===== src/rtl/url_percent_codec_defines.svh =====
// Assertion macros shared by the RTL of the URL percent codec.
// Each macro expands to one labeled concurrent assertion on clk with arst_n.
`ifndef URL_PERCENT_CODEC_DEFINES_SVH
`define URL_PERCENT_CODEC_DEFINES_SVH

// Same-cycle implication, disabled while reset is asserted.
`define UPC_ASSERT_NOW(lbl, ante, cons, msg) \
	lbl: assert property (@(posedge clk) disable iff (!arst_n) (ante) |-> (cons)) \
		else $error(msg);

// Next-cycle implication, disabled while reset is asserted.
`define UPC_ASSERT_NEXT(lbl, ante, cons, msg) \
	lbl: assert property (@(posedge clk) disable iff (!arst_n) (ante) |=> (cons)) \
		else $error(msg);

`endif


===== src/rtl/upc_pkg.sv =====
// Package of the URL percent codec: payload structs, escape phase type,
// character constants, character class and hex helpers. No dependencies.
package upc_pkg;

	typedef struct packed {
		logic [7:0] data_byte;
		logic       end_of_message;
	} item_t;

	typedef struct packed {
		logic [7:0] out_byte;
		logic       last_in_run;
		logic       message_done;
	} result_t;

	typedef enum logic [1:0] {
		PH_IDLE  = 2'd0,
		PH_PCT   = 2'd1,
		PH_DIGIT = 2'd2
	} phase_t;

	localparam logic       MODE_ENCODE = 1'b0;
	localparam logic [7:0] CH_PCT      = 8'h25;
	localparam logic [7:0] CH_DASH     = 8'h2D;
	localparam logic [7:0] CH_DOT      = 8'h2E;
	localparam logic [7:0] CH_USCORE   = 8'h5F;
	localparam logic [7:0] CH_ZERO     = 8'h30;
	localparam logic [7:0] CH_NINE     = 8'h39;
	localparam logic [7:0] CH_UP_A     = 8'h41;
	localparam logic [7:0] CH_UP_F     = 8'h46;
	localparam logic [7:0] CH_UP_Z     = 8'h5A;
	localparam logic [7:0] CH_LO_A     = 8'h61;
	localparam logic [7:0] CH_LO_F     = 8'h66;
	localparam logic [7:0] CH_LO_Z     = 8'h7A;
	localparam logic [3:0] NIB_NINE    = 4'h9;
	localparam logic [7:0] NIB_TEN     = 8'h0A;

	function automatic logic is_digit(input logic [7:0] b);
		return (b >= CH_ZERO) && (b <= CH_NINE);
	endfunction

	function automatic logic is_unreserved(input logic [7:0] b);
		return is_digit(b) || ((b >= CH_UP_A) && (b <= CH_UP_Z)) ||
			((b >= CH_LO_A) && (b <= CH_LO_Z)) ||
			(b == CH_DASH) || (b == CH_DOT) || (b == CH_USCORE);
	endfunction

	function automatic logic is_hex(input logic [7:0] b);
		return is_digit(b) || ((b >= CH_UP_A) && (b <= CH_UP_F)) ||
			((b >= CH_LO_A) && (b <= CH_LO_F));
	endfunction

	function automatic logic [3:0] hex_value(input logic [7:0] b);
		logic [7:0] v;
		v = 8'h00;
		if (is_digit(b)) begin
			v = b - CH_ZERO;
		end else if ((b >= CH_UP_A) && (b <= CH_UP_F)) begin
			v = b - CH_UP_A + NIB_TEN;
		end else if ((b >= CH_LO_A) && (b <= CH_LO_F)) begin
			v = b - CH_LO_A + NIB_TEN;
		end
		return v[3:0];
	endfunction

	function automatic logic [7:0] hex_char(input logic [3:0] nib);
		return (nib > NIB_NINE) ? (CH_UP_A + {4'h0, nib} - NIB_TEN) : (CH_ZERO + {4'h0, nib});
	endfunction

endpackage


===== src/rtl/url_percent_codec.sv =====
// Top level of the URL percent codec: byte classification, escape tracking,
// run register and output register. Depends on upc_pkg and the defines header.
//
// Usage: bytes enter on the item channel (item_valid, item_stall, item) and
// results leave on the result channel (result_valid, result_stall, result);
// a transfer happens at a clock edge where valid is high and stall is low.
// The mode channel (mode_valid, mode_ready, mode_data) selects encoding (0)
// or decoding (1) and drops any held escape bytes; mode_ready is always high.
// The user must issue mode transfers only while the codec is idle (unenforced).
// An accepted byte produces zero to three results. They are placed in a run
// register in the cycle of the transfer and then moved to the output register
// one per cycle while the receiver does not stall; each result passes through
// the run register and then the output register. A byte's run holds the run
// register until its last result moves out, so the input rate is one byte per
// cycle for plain text while the receiver does not stall, and escaped bytes in
// encode mode, with three results each, are taken more slowly; the single
// output register port sets the rate. A new byte is taken in the cycle the
// last result of the previous run moves out. When the receiver stalls, the
// output register holds its result and the run register and input back up.
// Reset selects encode mode and clears all valid flags and the escape state.
`include "url_percent_codec_defines.svh"

module url_percent_codec (
	input  logic            clk,
	input  logic            arst_n,
	input  logic            item_valid,
	output logic            item_stall,
	input  upc_pkg::item_t   item,
	output logic            result_valid,
	input  logic            result_stall,
	output upc_pkg::result_t result,
	input  logic            mode_valid,
	output logic            mode_ready,
	input  logic            mode_data
);
	import upc_pkg::*;

	logic       mode_q;
	phase_t     phase_q;
	phase_t     phase_next;
	logic [7:0] held_q;
	logic [7:0] held_next;

	logic       run_valid_s1;
	logic [1:0] run_idx_s1;
	logic [1:0] run_cnt_s1;
	logic       run_eom_s1;
	logic [7:0] run_bytes_s1 [3];

	logic       res_valid_s2;
	result_t    res_data_s2;

	logic [7:0] emit_bytes [3];
	logic [1:0] emit_cnt;
	logic       b_hex;
	logic       fresh_emit;
	logic       out_load;
	logic       move;
	logic       run_last;
	logic       accept;
	logic [7:0] in_b;
	logic       in_eom;

	assign in_b       = item.data_byte;
	assign in_eom     = item.end_of_message;
	assign b_hex      = is_hex(in_b);
	assign fresh_emit = !((in_b == CH_PCT) && !in_eom);

	always_comb begin
		phase_next = phase_q;
		held_next  = held_q;
		if (mode_q != MODE_ENCODE) begin
			unique case (phase_q)
				PH_PCT: begin
					if (b_hex && !in_eom) begin
						phase_next = PH_DIGIT;
						held_next  = in_b;
					end else begin
						phase_next = (b_hex || fresh_emit) ? PH_IDLE : PH_PCT;
					end
				end
				default: begin
					phase_next = fresh_emit ? PH_IDLE : PH_PCT;
				end
			endcase
		end
	end

	always_comb begin
		emit_bytes[0] = in_b;
		emit_bytes[1] = in_b;
		emit_bytes[2] = in_b;
		emit_cnt      = 2'd0;
		if (mode_q == MODE_ENCODE) begin
			if (is_unreserved(in_b)) begin
				emit_cnt = 2'd1;
			end else begin
				emit_bytes[0] = CH_PCT;
				emit_bytes[1] = hex_char(in_b[7:4]);
				emit_bytes[2] = hex_char(in_b[3:0]);
				emit_cnt      = 2'd3;
			end
		end else begin
			unique case (phase_q)
				PH_PCT: begin
					emit_bytes[0] = CH_PCT;
					if (b_hex) begin
						emit_cnt = in_eom ? 2'd2 : 2'd0;
					end else begin
						emit_cnt = fresh_emit ? 2'd2 : 2'd1;
					end
				end
				PH_DIGIT: begin
					if (b_hex) begin
						emit_bytes[0] = {hex_value(held_q), hex_value(in_b)};
						emit_cnt      = 2'd1;
					end else begin
						emit_bytes[0] = CH_PCT;
						emit_bytes[1] = held_q;
						emit_cnt      = fresh_emit ? 2'd3 : 2'd2;
					end
				end
				default: begin
					emit_cnt = fresh_emit ? 2'd1 : 2'd0;
				end
			endcase
		end
	end

	assign out_load     = !res_valid_s2 || !result_stall;
	assign move         = run_valid_s1 && out_load;
	assign run_last     = (run_idx_s1 == (run_cnt_s1 - 2'd1));
	assign item_stall   = run_valid_s1 && !(move && run_last);
	assign accept       = item_valid && !item_stall;
	assign mode_ready   = 1'b1;
	assign result_valid = res_valid_s2;
	assign result       = res_data_s2;

	always_ff @(posedge clk or negedge arst_n) begin
		if (!arst_n) begin
			mode_q       <= MODE_ENCODE;
			phase_q      <= PH_IDLE;
			run_valid_s1 <= 1'b0;
			run_idx_s1   <= 2'd0;
			res_valid_s2 <= 1'b0;
		end else begin
			if (mode_valid) begin
				mode_q  <= mode_data;
				phase_q <= PH_IDLE;
			end else if (accept) begin
				phase_q <= phase_next;
			end
			if (accept) begin
				run_valid_s1 <= (emit_cnt != 2'd0);
				run_idx_s1   <= 2'd0;
			end else if (move) begin
				if (run_last) begin
					run_valid_s1 <= 1'b0;
				end else begin
					run_idx_s1 <= run_idx_s1 + 2'd1;
				end
			end
			if (out_load) begin
				res_valid_s2 <= move;
			end
		end
	end

	always_ff @(posedge clk) begin
		if (accept && !mode_valid) begin
			held_q <= held_next;
		end
		if (accept) begin
			run_bytes_s1 <= emit_bytes;
			run_cnt_s1   <= emit_cnt;
			run_eom_s1   <= in_eom;
		end
		if (move) begin
			res_data_s2.out_byte     <= run_bytes_s1[run_idx_s1];
			res_data_s2.last_in_run  <= run_last;
			res_data_s2.message_done <= run_last && run_eom_s1;
		end
	end

	`UPC_ASSERT_NOW(a_run_nonempty, run_valid_s1, run_cnt_s1 != 2'd0,
		"run register holds an empty run")
	`UPC_ASSERT_NOW(a_run_index, run_valid_s1, run_idx_s1 < run_cnt_s1,
		"run index beyond run length")
	`UPC_ASSERT_NEXT(a_mode_clears, mode_valid, phase_q == PH_IDLE,
		"mode transfer did not clear the escape state")
	`UPC_ASSERT_NEXT(a_done_ends_run, move && run_last && run_eom_s1,
		res_valid_s2 && res_data_s2.message_done && res_data_s2.last_in_run,
		"message end not marked on last result")

endmodule

===== config.mk =====
export PLATFORM = sky130hd
export DESIGN_NAME = url_percent_codec
export DESIGN_NICKNAME = d
export VERILOG_FILES = /design/src/rtl/upc_pkg.sv /design/src/rtl/url_percent_codec.sv
export VERILOG_INCLUDE_DIRS = /design/src /design/src/rtl
export SDC_FILE = /design/constraint.sdc
export NUM_CORES = 1
export LEC_CHECK = 0
export BUFFER_PORTS_ARGS = -buffer_cell sky130_fd_sc_hd__buf_2
export CORE_ASPECT_RATIO = 0.5
export CORE_UTILIZATION = 37
export DETAILED_ROUTE_END_ITERATION = 6
export MAX_ROUTING_LAYER = met4
export PLACE_DENSITY = 0.5
export SETUP_SLACK_MARGIN = 0.5
export SLEW_MARGIN = 0
export SYNTH_ARGS = -nofsm -noshare
export SYNTH_HDL_FRONTEND = slang
export SYNTH_SLANG_ARGS = --single-unit
export TNS_END_PERCENT = 50

===== constraint.sdc =====
create_clock -name clk -period 2.8 [get_ports clk]
set_input_delay 0.42 -clock clk [delete_from_list [all_inputs] [get_ports clk]]
set_output_delay 0.42 -clock clk [all_outputs]
set_load 0.05 [all_outputs]

Yosys cells after proc, flatten, opt, wreduce, memory -nomap -nowiden:

Cells that the tools add are included.

* add/sub/neg operators: 18
* multipliers: 0
* div/mod/pow operators: 0
* $lt $le $gt $ge: 17
* equality and inequality tests: 8
* shift-type cells: 0
* multiplexer cells: 40
* bitwise operators: 1
* reduce and logical (&&, ||, !) cells: 41

Operator list (count)
* 8-bit 2-to-1 mux: 8
* 8-bit by 7-bit <= comparator with 1-bit output (second input constant): 6
* 8-bit by 7-bit greater-or-equal comparator with 1-bit output (second input constant): 4
* 2-bit 2-to-1 mux: 14
* 8-bit by 6-bit equality test with 1-bit output (second input constant): 3
* 24-bit 2-to-1 mux: 1
* 4-bit 2-to-1 mux: 6
* 4-bit by 1-bit subtractor with 4-bit output (second input constant): 6
* 4-bit adder (second input constant): 4
* 7-bit by 4-bit adder with 8-bit output (first input constant): 2
* 8-bit binary-select mux with 2-bit select: 1
* 8-bit by 6-bit greater-or-equal comparator with 1-bit output (second input constant): 2
* 8-bit by 6-bit <= comparator with 1-bit output (second input constant): 2
* 1-bit logical AND: 16
* 16-bit 2-to-1 mux: 1
* 8-bit case mux with 2 select lines: 1
* 8-bit by 4-bit subtractor with 8-bit output (second input constant): 2
* 6-bit by 4-bit adder with 7-bit output (first input constant): 2
* 2-bit nonzero test: 5
* 1-bit logical OR: 9
* 8-bit by 7-bit equality test with 1-bit output (second input constant): 1
* 4-bit greater-than comparator (second input constant): 2
* 1-bit logical NOT: 7
* 1-bit 2-to-1 mux: 7
* other kinds (11): 13

* flip-flop bits (word level): 52
* latch bits: 0
* bits in writable memories: 0
* bits in read-only memories: 0
* input port bits: 15
* output and inout port bits: 13
* logic and storage cells: 139
* memories: 0

Depth between registers and ports, before layout:

* word-level depth: 11
* mapped depth: 10
* mapped depth without buffers: 8

Worst setup path after synthesis:

No wires, ideal clock.

* kind: input port to flip-flop
* start point: input port item[2] (netlist bit)
* end point: register held_q[0], enable pin
* setup time: 0.395 ns
* arrival time: 2.693 ns
* data required time: 2.405 ns
* setup slack: -0.288 ns
* cell stages on the path: 9
* path buffers: 2
* cell sequence: clkbuf_1 inv_1 ha_1 nor2_1 o21ai_1 a31o_2 buf_2 o31ai_1 nor4_1

* longest elaborated chain between the ends: 6
* elaborated cells on any way between the ends: 13
* those cells by class: order compare (6); reduce/logical (7)

Ends and longest elaborated chain
* from (decl): RTL line url_percent_codec.sv:28 `input upc_pkg::item_t item,`
* 8-bit by 6-bit greater-or-equal comparator with 1-bit output, or another cell as far along: RTL line upc_pkg.sv:39 `return (b >= CH_ZERO) && (b <= CH_NINE);`
* 1-bit logical AND, on equally long branches: RTL line upc_pkg.sv:39, upc_pkg.sv:49
* 1-bit logical OR: RTL line upc_pkg.sv:49 `return is_digit(b) || ((b >= CH_UP_A) && (b <= CH_UP_F)) ||`
* 1-bit logical OR *: RTL line upc_pkg.sv:49
* 1-bit logical AND *: RTL line url_percent_codec.sv:75 `if (b_hex && !in_eom) begin`
* 4-bit AND reduction (no line) *
* to (signal assigned): RTL line url_percent_codec.sv:171 `held_q <= held_next;`
* to (decl): RTL line url_percent_codec.sv:41 `logic [7:0] held_q;`

Mark *: on every way between the ends. The rest lies on a longest branch, timed or not.
A chain may end at the register's enable or synchronous reset.

==> results.cfg <==
[floorplanning]
dieWidth_um = 133
io_pins = 28
num_rows = 23
die-area_um2 = 8960
core_um2 = 8140
chipHeight_um = 67.4
start_util = 0.389

[routing]
first_pass_iters = 4
ant_nets = 0
via_per_inst = 5.49
wl_per_cell_um = 18.1
drc_errors = 0
drt_iter0_drc = 180
vias = 2474
wl_um = 8150

[yosys]
yosysTopAreaCellShare = 0.427
synth_seq_area_share = 0.482
syn_avg_cell_area_um2 = 10.9
synthCells = 290
yosys_most_used_dff = edfxtp_1
synth_edf_count = 45
syn_nets = 319
synthTopCellsByArea = edfxtp_1 43%, dfrtp_1 5.5%, ha_1 5.5%
ys_types = 67
yosys_warnings = 0
synthArstFlopShare = 0.135
syn_area_um2 = 3170
synth_seq_cells = 52
synth_top_area_cell = edfxtp_1

[global_route]
grtUsageMet2 = 0.285
use_met3 = 0.0480
grt_pass1_wl_um = 12700
grt_max_degree = 26
grt_pass1_vias = 2212
grt_overflow = 0
busiest_layer = met2
track_usage = 0.199
gr-usage-met1 = 0.284
antenna_found_initial = 0

[place]
place_congestion = 0.922
pre_cts_ws_ns = -0.00305
hpwl_um = 6140
io_buffers = 26

[clock_network]
cts_tree = yes
cts_buffers = 5
clk_transition_reported_paths_ns = 0.07
clock_sinks = 52
cts_root_buffer = clkbuf_16
clockBufferDepth = 2
htree_levels = 2
insertion_delay_ns = 0.29

[timing]
tightest_slew_ns = 0.548
drv_slew = 0
rsz0062_at_grt = yes
setup_viol = 0
relSlewSlack = 0.634
setup_slack_ns = 0.479
max_freq_ghz = 0.431
clock_skew_ns = 0.00389
hold_violations = 0
post-route-min-period_ns = 2.32
fin_crit_sh = 0.829

[worst_setup_path]
cp.arrival_ns = 2.31
path_max_fanout = 8
endpoint_kind = flip-flop
path_class = in2reg
startpoint = item[2]
required_ns = 2.79
critPathLaunchType = input pin
r2r-start = phase_q[0]

[run_status]
status = finished, final reports clean

[finish]
antenna_cells = 0
final_common_cell = edfxtp_1
layout_common_cells = 45 x edfxtp_1, 25 x nor2_1, 24 x buf_4, 23 x nand2_1, 23 x buf_2
final_nets = 367
drive_gt1_frac = 0.292
synthToLayoutAreaGrowth_pct = 24.2
n_fill_cell = 746

[power_and_ir_drop]
power.density_nw_per_um2 = 699
power_leakage_nw = 1.45
finalPower_mw = 2.75
ir_drop_v = 0.000376

[hold_path]
hp-class = in2reg
min_from = mode_data

[job]
drv_cap = 0
==> layer usage <==
metal  part of all wire  vias up  wire length (um)
met1               0.50     1176              4080
li1                   -     1193                 -
met3              0.073        7               599
met5                  0        -                 0
met2               0.42       98              3410
met4             0.0083        0                68
==> cell usage after synthesis (3+ instances only) <==
| library cell | count |
|---|---|
| edfxtp_1 | 45 |
| nor2_1 | 25 |
| nand2_1 | 23 |
| inv_1 | 17 |
| o21ai_0 | 17 |
| ha_1 | 14 |
| a21oi_1 | 13 |
| mux2i_1 | 10 |
| dfrtp_1 | 7 |
| nand3_1 | 7 |
| clkbuf_1 | 6 |
| a311oi_1 | 5 |
| and2_1 | 5 |
| nand2b_1 | 5 |
| nor2b_1 | 5 |
| o221ai_1 | 5 |
| a31oi_1 | 4 |
| and3_1 | 4 |
| buf_2 | 4 |
| buf_6 | 3 |
| mux2_2 | 3 |
| nand4_1 | 3 |
| o21bai_1 | 3 |
| o31ai_1 | 3 |
| or3_1 | 3 |
| xnor2_1 | 3 |
==> cell type report <==
type	count	area, um2	share of cell area
Sequential cell	52	1530	0.388
Timing Repair Buffer	55	393	0.0999
Multi-Input combinational cell	207	1630	0.414
Tap cell	112	140	0.0356
Clock buffer	6	129	0.0328
Inverter	17	77.6	0.0197
Clock inverter	2	38.8	0.00986
==> worst paths after layout <==
path | depth (start not counted) | slack [ns] | to
worst max register to register | 7 | 0.59 | run_bytes_s1[9]
worst max-delay path | 9 | 0.48 | run_bytes_s1[9]
worst min register to register | 1 | 0.53 | result[0]
worst min-delay path | 2 | 0.35 | mode_q
min in group asynchronous | 2 | 0.49 | phase_q[1]
max in group asynchronous | 2 | 2.13 | result_valid
==> cells by family after synthesis <==
group                      after synthesis  synth area share
and+or+nand+nor                         94             0.169
AOI/OAI and AO/OA                       79             0.189
DFF                                     52             0.482
buffers and inverters                   32            0.0478
adders and majority gates               14            0.0553
muxes                                   13            0.0423
xor gates and xnor gates                 5            0.0138
other                                    1           0.00118
==> state kept, by name, indices dropped and copies added, names as in the netlist <==
name and cells:
run_valid_s1 1, mode_q 1, run_cnt_s1 2, run_eom_s1 1
phase_q 2, run_idx_s1 2, result 10, run_bytes_s1 24
held_q 8, result_valid 1
==> critical path: stages <==
cell      delay [ns]
buf_8           0.09
inv_8           0.04
ha_4            0.15
or4b_4          0.55
a31oi_4         0.25
buf_6           0.13
o211ai_4        0.12
o21ai_1         0.29
o221ai_1        0.26
==> power by group <==
part	switching [mW]	internal, mW
logic	0.646	0.295
registers	0.0512	1.06
clock network	0.275	0.426
total	0.972	1.78
==> what timing repair did <==
| item | CTS | global route |
|---|---|---|
| gates cloned | 1 | 0 |
| resized for setup | 4 | 25 |
| endpoints found under the setup margin | 40 | 56 |
| pin swaps | 2 | 8 |
| endpoints found under the hold margin | 7 | 0 |
| buffers inserted | 2 | 5 |
| hold buffers | 1 | 0 |
==> per-stage QoR <==
stage                     cells  TNS (ns)   util  hold WS (ns)  instance area [um2]
after detailed placement    434  -0.00305  0.438         0.280                 3570
after global routing        451         0  0.483         0.353                 3930
after floorplan             290         0      -         0.124                 3240
final                       451         0  0.483         0.353                 3930
after CTS                   446         0  0.465         0.348                 3780
after global placement      434         0  0.438         0.269                 3570
Power figures use the tool's default switching activity.
